### src/hw/rtl/parallax_spring_line_scroll_macros.svh
`ifndef PARALLAX_SPRING_LINE_SCROLL_MACROS_SVH
`define PARALLAX_SPRING_LINE_SCROLL_MACROS_SVH

// implication checked in the same cycle, disabled during reset
`define PSLS_ASSERT_NOW(label, ante, cons, msg) \
	label: assert property (@(posedge clk) disable iff (!arst_n) (ante) |-> (cons)) \
		else $error(msg);

// consequent checked after the delay given by dly
`define PSLS_ASSERT_AFTER(label, ante, dly, cons, msg) \
	label: assert property (@(posedge clk) disable iff (!arst_n) (ante) |-> ##dly (cons)) \
		else $error(msg);

`endif

### src/hw/rtl/psls_pkg.sv
`default_nettype none

package psls_pkg;

	localparam int FULL_SPEED = 64;
	localparam int GROUP_COUNT = 5;
	localparam int QUEUE_DEPTH = 2;
	localparam int CFG_INDEX_W = 3;

	// function codes of an input transaction
	localparam logic [1:0] FUNC_TICK = 2'd0;
	localparam logic [1:0] FUNC_PULSE = 2'd1;
	localparam logic [1:0] FUNC_STACK = 2'd2;
	localparam logic [1:0] FUNC_QUERY = 2'd3;

	localparam logic [1:0] KIND_NONE = 2'd0;
	localparam logic [1:0] KIND_SOFT = 2'd1;
	localparam logic [1:0] KIND_SOFTDROP = 2'd2;
	localparam logic [1:0] KIND_HARDDROP = 2'd3;

	localparam logic [CFG_INDEX_W-1:0] REG_STIFFNESS = 3'd0;
	localparam logic [CFG_INDEX_W-1:0] REG_DAMPING = 3'd1;
	localparam logic [CFG_INDEX_W-1:0] REG_IMP_SOFT = 3'd2;
	localparam logic [CFG_INDEX_W-1:0] REG_IMP_SOFTDROP = 3'd3;
	localparam logic [CFG_INDEX_W-1:0] REG_IMP_HARDDROP = 3'd4;
	localparam logic [CFG_INDEX_W-1:0] REG_REST = 3'd5;
	localparam logic [CFG_INDEX_W-1:0] REG_LIMIT = 3'd6;
	localparam logic [CFG_INDEX_W-1:0] REG_TALL = 3'd7;

	localparam logic [7:0] LINES_SHORT = 8'd224;
	localparam logic [7:0] LINES_TALL = 8'd240;

	localparam logic [15:0] DAMPING_RESET = 16'd64;

	// per-frame speed of each group, signed 2.6 pixels
	localparam logic signed [7:0] GROUP_SPEED [GROUP_COUNT] =
		'{-8'sd102, -8'sd76, -8'sd54, -8'sd35, -8'sd22};
	// cumulative map rows owned, counted upward from the bottom row
	localparam logic [6:0] GROUP_LIMIT [GROUP_COUNT] =
		'{7'd6, 7'd14, 7'd22, 7'd26, 7'd32};

	typedef enum logic [2:0] {
		OP_TICK,
		OP_PULSE,
		OP_STACK,
		OP_QUERY,
		OP_REPORT
	} op_t;

	typedef struct packed {
		op_t         op;
		logic [15:0] arg;
	} cmd_t;

	typedef struct packed {
		logic [15:0] stiffness;
		logic [15:0] damping;
		logic [15:0] imp_soft;
		logic [15:0] imp_softdrop;
		logic [15:0] imp_harddrop;
		logic [14:0] rest;
		logic [14:0] limit;
		logic        tall;
	} cfg_t;

	typedef enum logic [1:0] {
		BK_IDLE,
		BK_MULK,
		BK_MULD,
		BK_APPLY
	} bk_state_t;

endpackage

`default_nettype wire

### src/hw/rtl/parallax_spring_line_scroll.sv
// Parallax line-scroll background with a damped vertical spring.
//
// Input channel (in_valid / in_stall) carries one event per transaction:
// frame tick, pulse, stack-top update or line query. Every input transaction
// gives exactly one result transaction on out_valid / out_stall with the
// vertical scroll in pixels, the queried line's horizontal scroll and the
// current speed scale. Registers are written over cfg_valid / cfg_ready,
// which is always ready; write them only while no transaction is in flight.
//
// Pulse, stack-top and query results pass through the command queue and
// the output register; a tick also runs the spring steps MULK, MULD and
// APPLY, the first two on the shared 17x16 multiplier. Throughput: one
// non-tick event per cycle while out_stall is low; none while a tick runs.
//
// A two-entry command queue sits between the classifier and the datapath;
// in_stall rises when it is full. A stalled result holds in the output
// register while the classifier keeps filling the queue. Reset clears all
// scroll state and sets damping to 1.0 and all other registers to zero.
`default_nettype none

`include "parallax_spring_line_scroll_macros.svh"

module parallax_spring_line_scroll
	import psls_pkg::*;
#(
	parameter int BOARD_ROWS = 20,
	parameter int MAP_ROWS = 32
) (
	input  wire logic                   clk,
	input  wire logic                   arst_n,
	input  wire logic                   cfg_valid,
	output logic                        cfg_ready,
	input  wire logic [CFG_INDEX_W-1:0] cfg_index,
	input  wire logic [15:0]            cfg_data,
	input  wire logic                   in_valid,
	output logic                        in_stall,
	input  wire logic [1:0]             func,
	input  wire logic [1:0]             pulse_kind,
	input  wire logic                   pulse_mode_ok,
	input  wire logic                   pulse_active,
	input  wire logic signed [7:0]      top_row,
	input  wire logic [7:0]             line_number,
	output logic                        out_valid,
	input  wire logic                   out_stall,
	output logic [8:0]                  vertical_scroll_px,
	output logic signed [9:0]           line_hscroll,
	output logic [6:0]                  speed_level
);

	cfg_t cfg_q;
	logic push;
	cmd_t push_cmd;
	logic q_full;
	logic q_pop;
	logic q_valid;
	cmd_t q_cmd;
	logic [9:0] hs_raw;

	assign cfg_ready = 1'b1;

	always_ff @(posedge clk or negedge arst_n) begin
		if (!arst_n) begin
			cfg_q <= '{stiffness: '0, damping: DAMPING_RESET, imp_soft: '0,
				imp_softdrop: '0, imp_harddrop: '0, rest: '0, limit: '0, tall: 1'b0};
		end else if (cfg_valid) begin
			unique case (cfg_index)
				REG_STIFFNESS:    cfg_q.stiffness <= cfg_data;
				REG_DAMPING:      cfg_q.damping <= cfg_data;
				REG_IMP_SOFT:     cfg_q.imp_soft <= cfg_data;
				REG_IMP_SOFTDROP: cfg_q.imp_softdrop <= cfg_data;
				REG_IMP_HARDDROP: cfg_q.imp_harddrop <= cfg_data;
				REG_REST:         cfg_q.rest <= cfg_data[14:0];
				REG_LIMIT:        cfg_q.limit <= cfg_data[14:0];
				REG_TALL:         cfg_q.tall <= cfg_data[0];
			endcase
		end
	end

	psls_front #(
		.BOARD_ROWS(BOARD_ROWS)
	) u_front (
		.in_valid      (in_valid),
		.in_stall      (in_stall),
		.func          (func),
		.pulse_kind    (pulse_kind),
		.pulse_mode_ok (pulse_mode_ok),
		.pulse_active  (pulse_active),
		.top_row       (top_row),
		.line_number   (line_number),
		.cfg           (cfg_q),
		.q_full        (q_full),
		.push          (push),
		.push_cmd      (push_cmd)
	);

	psls_queue u_queue (
		.clk      (clk),
		.arst_n   (arst_n),
		.push     (push),
		.push_cmd (push_cmd),
		.full     (q_full),
		.pop      (q_pop),
		.valid    (q_valid),
		.cmd      (q_cmd)
	);

	psls_back #(
		.MAP_ROWS(MAP_ROWS)
	) u_back (
		.clk                (clk),
		.arst_n             (arst_n),
		.cfg                (cfg_q),
		.q_valid            (q_valid),
		.q_cmd              (q_cmd),
		.q_pop              (q_pop),
		.out_valid          (out_valid),
		.out_stall          (out_stall),
		.vertical_scroll_px (vertical_scroll_px),
		.line_hscroll       (hs_raw),
		.speed_level        (speed_level)
	);

	assign line_hscroll = signed'(hs_raw);

	// a non-tick command produces its result in the next cycle
	`PSLS_ASSERT_AFTER(a_fast_result, q_pop && q_cmd.op != OP_TICK, 1, out_valid, "non-tick result missing")
	// a tick leaves the output empty and takes no command in the MULK step
	`PSLS_ASSERT_AFTER(a_tick_gap, q_pop && q_cmd.op == OP_TICK, 1, !out_valid && !q_pop, "tick overlapped")
	// and its result appears after the last spring step
	`PSLS_ASSERT_AFTER(a_tick_result, q_pop && q_cmd.op == OP_TICK, 4, out_valid, "tick result missing")
	`PSLS_ASSERT_NOW(a_speed_range, out_valid, speed_level <= 7'(FULL_SPEED), "speed above full")

endmodule

`default_nettype wire

### src/hw/rtl/psls_front.sv
`default_nettype none

module psls_front
	import psls_pkg::*;
#(
	parameter int BOARD_ROWS = 20
) (
	input  wire logic              in_valid,
	output logic                   in_stall,
	input  wire logic [1:0]        func,
	input  wire logic [1:0]        pulse_kind,
	input  wire logic              pulse_mode_ok,
	input  wire logic              pulse_active,
	input  wire logic signed [7:0] top_row,
	input  wire logic [7:0]        line_number,
	input  wire cfg_t              cfg,
	input  wire logic              q_full,
	output logic                   push,
	output cmd_t                   push_cmd
);

	localparam int ROW_W = (BOARD_ROWS > 1) ? $clog2(BOARD_ROWS) : 1;

	logic [6:0] scale_tab [BOARD_ROWS];
	logic       row_in_range;
	logic [6:0] scale_sel;
	logic [7:0] height;

	// fill to speed scale, one entry per board row
	for (genvar r = 0; r < BOARD_ROWS; r++) begin : g_scale
		localparam int Q = ((BOARD_ROWS - r) * FULL_SPEED) / (BOARD_ROWS - 2);
		assign scale_tab[r] = 7'((Q > FULL_SPEED) ? FULL_SPEED : Q);
	end

	assign row_in_range = !top_row[7] && (top_row[6:0] < 7'(BOARD_ROWS));
	assign scale_sel = row_in_range ? scale_tab[top_row[ROW_W-1:0]] : 7'd0;
	assign height = cfg.tall ? LINES_TALL : LINES_SHORT;

	assign in_stall = q_full;
	assign push = in_valid && !q_full;

	always_comb begin
		push_cmd.op = OP_REPORT;
		push_cmd.arg = '0;
		unique case (func)
			FUNC_TICK: begin
				push_cmd.op = OP_TICK;
			end
			FUNC_PULSE: begin
				if (pulse_mode_ok && pulse_active && pulse_kind != KIND_NONE) begin
					push_cmd.op = OP_PULSE;
					case (pulse_kind)
						KIND_SOFT:     push_cmd.arg = cfg.imp_soft;
						KIND_SOFTDROP: push_cmd.arg = cfg.imp_softdrop;
						default:       push_cmd.arg = cfg.imp_harddrop;
					endcase
				end
			end
			FUNC_STACK: begin
				push_cmd.op = OP_STACK;
				push_cmd.arg = {9'd0, scale_sel};
			end
			FUNC_QUERY: begin
				// lines past the visible height report zero scroll
				if (line_number < height) begin
					push_cmd.op = OP_QUERY;
					push_cmd.arg = {8'd0, line_number};
				end
			end
		endcase
	end

endmodule

`default_nettype wire

### src/hw/rtl/psls_queue.sv
`default_nettype none

module psls_queue
	import psls_pkg::*;
(
	input  wire logic clk,
	input  wire logic arst_n,
	input  wire logic push,
	input  wire cmd_t push_cmd,
	output logic      full,
	input  wire logic pop,
	output logic      valid,
	output cmd_t      cmd
);

	localparam int PTR_W = (QUEUE_DEPTH > 1) ? $clog2(QUEUE_DEPTH) : 1;
	localparam int CNT_W = $clog2(QUEUE_DEPTH + 1);

	cmd_t             entry_q [QUEUE_DEPTH];
	logic [PTR_W-1:0] wr_ptr_q;
	logic [PTR_W-1:0] rd_ptr_q;
	logic [CNT_W-1:0] count_q;

	assign full = (count_q == CNT_W'(QUEUE_DEPTH));
	assign valid = (count_q != '0);
	assign cmd = entry_q[rd_ptr_q];

	always_ff @(posedge clk or negedge arst_n) begin
		if (!arst_n) begin
			wr_ptr_q <= '0;
			rd_ptr_q <= '0;
			count_q <= '0;
		end else begin
			if (push) begin
				wr_ptr_q <= (wr_ptr_q == PTR_W'(QUEUE_DEPTH - 1)) ? '0 : wr_ptr_q + 1'b1;
			end
			if (pop) begin
				rd_ptr_q <= (rd_ptr_q == PTR_W'(QUEUE_DEPTH - 1)) ? '0 : rd_ptr_q + 1'b1;
			end
			if (push && !pop) begin
				count_q <= count_q + 1'b1;
			end else if (pop && !push) begin
				count_q <= count_q - 1'b1;
			end
		end
	end

	always_ff @(posedge clk) begin
		if (push) begin
			entry_q[wr_ptr_q] <= push_cmd;
		end
	end

endmodule

`default_nettype wire

### src/hw/rtl/psls_back.sv
`default_nettype none

module psls_back
	import psls_pkg::*;
#(
	parameter int MAP_ROWS = 32
) (
	input  wire logic clk,
	input  wire logic arst_n,
	input  wire cfg_t cfg,
	input  wire logic q_valid,
	input  wire cmd_t q_cmd,
	output logic      q_pop,
	output logic      out_valid,
	input  wire logic out_stall,
	output logic [8:0] vertical_scroll_px,
	output logic [9:0] line_hscroll,
	output logic [6:0] speed_level
);

	localparam logic [6:0] ROW_MAX = 7'(MAP_ROWS - 1);

	bk_state_t state_q, state_d;

	logic [15:0] grp_q [GROUP_COUNT];
	logic [15:0] off_q;
	logic [15:0] vel_q;
	logic [14:0] pos_q;
	logic [6:0]  scale_q;

	logic signed [32:0] prod_q;
	logic               out_valid_q;
	logic [8:0]         px_q;
	logic [9:0]         hs_q;
	logic [6:0]         spd_q;

	// fsm outputs
	logic ld_out;
	logic sel_damp;
	logic do_grp;
	logic do_apply;
	logic slot_free;

	logic signed [15:0] grp_prod [GROUP_COUNT];
	logic [15:0]        grp_next [GROUP_COUNT];

	logic signed [16:0] mul_a;
	logic signed [15:0] mul_b;
	logic signed [32:0] mul_p;
	logic [15:0]        v_acc;

	logic [15:0] v_new, off_sum, pos_sum;
	logic [14:0] pos_cl;
	logic [15:0] off_cl, vel_cl;

	logic [9:0] y_line;
	logic [6:0] row_sat, depth;
	logic [9:0] hs_query;

	logic [8:0] px_d;
	logic [9:0] hs_d;
	logic [6:0] spd_d;

	assign slot_free = !out_valid_q || !out_stall;

	// next state
	always_comb begin
		state_d = state_q;
		unique case (state_q)
			BK_IDLE:  if (q_valid && slot_free && q_cmd.op == OP_TICK) state_d = BK_MULK;
			BK_MULK:  state_d = BK_MULD;
			BK_MULD:  state_d = BK_APPLY;
			BK_APPLY: state_d = BK_IDLE;
		endcase
	end

	// fsm outputs
	always_comb begin
		q_pop = 1'b0;
		ld_out = 1'b0;
		sel_damp = 1'b0;
		do_grp = 1'b0;
		do_apply = 1'b0;
		unique case (state_q)
			BK_IDLE: begin
				q_pop = q_valid && slot_free;
				ld_out = q_valid && slot_free && q_cmd.op != OP_TICK;
			end
			BK_MULK: begin
				do_grp = 1'b1;
			end
			BK_MULD: begin
				sel_damp = 1'b1;
			end
			BK_APPLY: begin
				do_apply = 1'b1;
				ld_out = 1'b1;
			end
		endcase
	end

	// parallax groups, one small multiplier per lane
	always_comb begin
		for (int g = 0; g < GROUP_COUNT; g++) begin
			grp_prod[g] = GROUP_SPEED[g] * signed'({1'b0, scale_q});
			grp_next[g] = grp_q[g] + {{6{grp_prod[g][15]}}, grp_prod[g][15:6]};
		end
	end

	// shared multiplier: -offset * stiffness, then updated velocity * damping
	assign v_acc = vel_q + prod_q[21:6];
	always_comb begin
		if (sel_damp) begin
			mul_a = signed'({v_acc[15], v_acc});
			mul_b = signed'(cfg.damping);
		end else begin
			mul_a = -signed'({off_q[15], off_q});
			mul_b = signed'(cfg.stiffness);
		end
	end
	assign mul_p = mul_a * mul_b;

	// spring step and clamp to 0..limit
	always_comb begin
		v_new = prod_q[21:6];
		off_sum = off_q + v_new;
		pos_sum = {1'b0, cfg.rest} + off_sum;
		if (pos_sum[15]) begin
			pos_cl = '0;
			off_cl = 16'd0 - {1'b0, cfg.rest};
			vel_cl = v_new[15] ? 16'd0 : v_new;
		end else if (pos_sum[14:0] > cfg.limit) begin
			pos_cl = cfg.limit;
			off_cl = {1'b0, cfg.limit} - {1'b0, cfg.rest};
			vel_cl = (!v_new[15] && v_new != 16'd0) ? 16'd0 : v_new;
		end else begin
			pos_cl = pos_sum[14:0];
			off_cl = off_sum;
			vel_cl = v_new;
		end
	end

	// screen line to map row to group
	assign y_line = {1'b0, pos_q[14:6]} + {2'b00, q_cmd.arg[7:0]};
	assign row_sat = (y_line[9:3] > ROW_MAX) ? ROW_MAX : y_line[9:3];
	assign depth = ROW_MAX - row_sat;

	always_comb begin
		hs_query = '0;
		// walk down so the lowest matching group wins
		for (int g = GROUP_COUNT - 1; g >= 0; g--) begin
			if (depth < GROUP_LIMIT[g]) hs_query = grp_q[g][15:6];
		end
	end

	assign px_d = do_apply ? pos_cl[14:6] : pos_q[14:6];
	assign spd_d = (q_pop && q_cmd.op == OP_STACK) ? q_cmd.arg[6:0] : scale_q;
	assign hs_d = (q_pop && q_cmd.op == OP_QUERY) ? hs_query : 10'd0;

	always_ff @(posedge clk or negedge arst_n) begin
		if (!arst_n) begin
			state_q <= BK_IDLE;
			for (int g = 0; g < GROUP_COUNT; g++) grp_q[g] <= '0;
			off_q <= '0;
			vel_q <= '0;
			pos_q <= '0;
			scale_q <= '0;
			out_valid_q <= 1'b0;
		end else begin
			state_q <= state_d;
			if (do_grp) begin
				for (int g = 0; g < GROUP_COUNT; g++) grp_q[g] <= grp_next[g];
			end
			if (do_apply) begin
				off_q <= off_cl;
				vel_q <= vel_cl;
				pos_q <= pos_cl;
			end
			if (q_pop && q_cmd.op == OP_PULSE) vel_q <= vel_q + q_cmd.arg;
			if (q_pop && q_cmd.op == OP_STACK) scale_q <= q_cmd.arg[6:0];
			if (ld_out) begin
				out_valid_q <= 1'b1;
			end else if (!out_stall) begin
				out_valid_q <= 1'b0;
			end
		end
	end

	always_ff @(posedge clk) begin
		prod_q <= mul_p;
		if (ld_out) begin
			px_q <= px_d;
			hs_q <= hs_d;
			spd_q <= spd_d;
		end
	end

	assign out_valid = out_valid_q;
	assign vertical_scroll_px = px_q;
	assign line_hscroll = hs_q;
	assign speed_level = spd_q;

endmodule

`default_nettype wire
### config.mk
export PLATFORM = sky130hd
export DESIGN_NAME = parallax_spring_line_scroll
export DESIGN_NICKNAME = d
export VERILOG_FILES = /design/src/hw/rtl/psls_pkg.sv /design/src/hw/rtl/parallax_spring_line_scroll.sv /design/src/hw/rtl/psls_front.sv /design/src/hw/rtl/psls_queue.sv /design/src/hw/rtl/psls_back.sv
export VERILOG_INCLUDE_DIRS = /design/src /design/src/hw/rtl
export SDC_FILE = /design/constraint.sdc
export NUM_CORES = 2
export LEC_CHECK = 0
export ABC_AREA = 1
export BUFFER_PORTS_ARGS = -buffer_cell sky130_fd_sc_hd__buf_4
export CAP_MARGIN = 25
export CELL_PAD_IN_SITES_DETAIL_PLACEMENT = 0
export CELL_PAD_IN_SITES_GLOBAL_PLACEMENT = 2
export CORE_MARGIN = 5
export CORE_UTILIZATION = 36
export DETAILED_ROUTE_END_ITERATION = 7
export PLACE_DENSITY = 0.77
export SETUP_SLACK_MARGIN = 0.2
export SLEW_MARGIN = 40
export SYNTH_ARGS = -nofsm -noshare
export SYNTH_HDL_FRONTEND = slang
export SYNTH_SLANG_ARGS = --single-unit
### constraint.sdc
create_clock -name clk -period 6.5 [get_ports clk]
set_clock_uncertainty 0.2 [all_clocks]
set_input_delay 0.325 -clock clk [delete_from_list [all_inputs] [get_ports clk]]
set_output_delay 0.325 -clock clk [all_outputs]
set_load 0.01 [all_outputs]
==> flow_metrics.tcl <==
set metrics [dict create \
    ys_seq_area_share_pct 26.75 \
    yosysWarnings 0 \
    rows 108 \
    cts_tree "yes" \
    timing.fmax_ghz 0.1490 \
    slew_headroom_pct 47.49 \
    finalHoldViolCount 0 \
    drcViolationCount 0 \
    routed_wl_um 94620 \
    drv_cap 0 \
    critPathCaptureType "flip-flop" \
    die_w_um 305.3 \
    htree_levels 2 \
    hp-class "primary input to flip-flop" \
    drt_iter0_drc 1427 \
    clkSlewWorstSetupHoldPaths_ns 0.06 \
    drt_pass1_iterations 5 \
    rrSetupSlack_ns -0.21 \
    coreArea_sq_um 86620 \
    synth_seq_cells 326 \
    worst_slew_pin_slew_ns 0.7847 \
    grt_max_degree 93 \
    fin_nets 4932 \
    portBuffers 73 \
    wl_per_cell_um 17.17 \
    ys_types 66 \
    clkSinkCount 326 \
    clk_latency_ns 0.61 \
    setup.worst_path.start_class "flip-flop" \
    start_util_pct 36.25 \
    synthesis.nets 4600 \
    setup_violations 8 \
    num_io_pins 75 \
    critPathMostFrequentCell "inv_1" \
    fin_crit_ns 6.712 \
    min_period_over_period_pct 103.3 \
    syn_area_sq_um 31400 \
    dp_slack_ns -0.4033 \
    cp_slowest_cell "fa_1" \
    dieHeight_um 305.3 \
    syn_to_final_growth_pct 19.64 \
    async_flop_share_pct 75.46 \
    final_antenna_net_count 0 \
    rsz0062_at_grt "yes" \
    cts_buffers 44 \
    postLayoutCoreUtil_pct 43.38 \
    grt_pass1_vias 26951 \
    synth.top_cell.area_share_pct 19.52 \
    setup_ws_ns -0.2115 \
    drv_slew 0 \
    violations "setup timing" \
    synth_common_cells "nand2_1 (855), inv_1 (676), ha_1 (359)" \
    synth_top_area_cell "dfrtp_1" \
    critPathKind "flip-flop to flip-flop" \
    hpwlAfterDp_um 76700 \
    critPathArrivalTime_ns 7.06 \
    vias 26529 \
    ys_dominant_reg_cell "dfrtp_1" \
    dieArea_sq_um 93240 \
    syn_avg_cell_area_sq_um 7.878 \
    slowest_delay_ns 0.54 \
    synth_edf_count 64 \
    synth_most_common_cell "nand2_1" \
    grtUsageTotal_pct 20.13 \
    clk_path_buf_depth 3 \
    gp_congestion 0.8704 \
    required_ns 6.85 \
    cts_root_buf "clkbuf_16" \
    drive_above_1_share_pct 14.08 \
    via_per_inst 4.815 \
    antenna_found_initial 3 \
    synthCells 3986 \
    synthTopCellsByArea "dfrtp_1 (20%), ha_1 (14%), fa_1 (13%)" \
    whs_ns 0.01687 \
    outcome "finished with violations" \
    finalSetupTns_ns -0.6797 \
    path_max_fanout 5 \
    overflow 0 \
    grt_pass1_wl_um 150100 \
]
-- per-stage QoR --
| stage | cells | cell area, sq um |
|---|---|---|
| 2_1_floorplan | 3986 | 31670 |
| 3_3_place_gp | 5392 | 35390 |
| 3_5_place_dp | 5393 | 35440 |
| 4_1_cts | 5496 | 37240 |
| 5_1_grt | 5509 | 37570 |
| 6_report | 5510 | 37570 |
-- logic make-up after synthesis --
logic type / share of synthesized area [%]
compound gates: 13.22
fa+ha+maj: 27.63
other cells: 0.01194
simple gates: 18.12
xor+xnor: 4.602
mux: 0.03188
buf+inv: 9.634
flops: 26.75
-- registers in the layout, summed over array words and instances (netlist names) --
signal / count
cfg_q: 111
u_back.grp_q: 80
u_back.line_hscroll: 10
u_back.off_q: 16
u_back.out_valid: 1
u_back.pos_q: 9
u_back.prod_q: 16
u_back.scale_q: 7
u_back.speed_level: 7
u_back.state_q: 2
u_back.vel_q: 16
u_back.vertical_scroll_px: 9
u_queue.count_q: 2
u_queue.entry_q: 38
u_queue.rd_ptr_q: 1
u_queue.wr_ptr_q: 1
-- metal layers --
layer / track usage [%] / wire [um] / vias up
li1: - / - / 13520
met1: 27.41 / 43920 / 12535
met2: 34.57 / 44950 / 371
met3: 2.299 / 3455 / 103
met4: 4.794 / 2292 / 0
met5: 0 / 0 / -
-- cell type report --
class,count,area [sq um]
Multi-Input combinational cell,2869,20570
Timing Repair Buffer,377,3027
Inverter,700,2665
Antenna cell,1,2.502
Fill cell,8855,49050
Sequential cell,326,8406
Clock buffer,60,1181
Tap cell,1155,1445
Clock inverter,22,277.8
-- worst max-delay path, delay by kind of cell (launching register included) --
family / cells / cell delay [ns]
adders and majority gates: 8 / 3.49
AOI/OAI and AO/OA: 4 / 0.63
buffers and inverters: 10 / 0.59
DFF: 1 / 0.40
xor gates and xnor gates: 1 / 0.26
and+or+nand+nor: 11 / 1.10
-- path summary, 6_finish.rpt --
check                                     start                end  cells after the start
worst max-delay path            u_back.vel_q[1]  u_back.prod_q[21]                     34
worst min-delay path               cfg_data[13]          cfg_q[92]                      3
worst max register to register  u_back.vel_q[1]  u_back.prod_q[21]                     34
worst min register to register        cfg_q[86]          cfg_q[86]                      2
max in group asynchronous                arst_n          cfg_q[11]                      6
min in group asynchronous                arst_n   u_back.grp_q[75]                      3
-- repair_timing --
item | 4_1_cts | 5_1_grt
endpoints found under the setup margin | 13 | 32
pin swaps | 22 | 35
setup buffers | 2 | 11
hold buffers | 19 | 1
hold endpoints to repair | 128 | 10
resized for setup | 37 | 58
-- cell usage in the layout, fill, tap and decap left out, types with 12 or more instances in the layout --
master         synthesis  final
a21o_1                13     13
a21oi_1              239    226
a31oi_1               40     39
buf_4                  2    344
clkbuf_1              69     14
clkbuf_16              0     44
dfrtp_1              245    244
dfxtp_1               16     12
dlygate4sd3_1          0     20
edfxtp_1              64     64
fa_1                 209    204
ha_1                 359    342
ha_4                   0     14
inv_1                676    657
inv_2                 15     27
nand2_1              855    826
nand2_2               15     36
nand3_1              134    126
nand3b_1              13     13
nand4_1               33     33
nor2_1               271    259
nor2_2                 3     13
nor3_1                22     20
o21ai_0              337    324
o21ai_1               30     37
xnor2_1               65     63
xor2_1               100    100
Power is left out: the tool's default activity adds up to more than one toggle a clock period on the data nets, which glitch-free logic cannot reach.
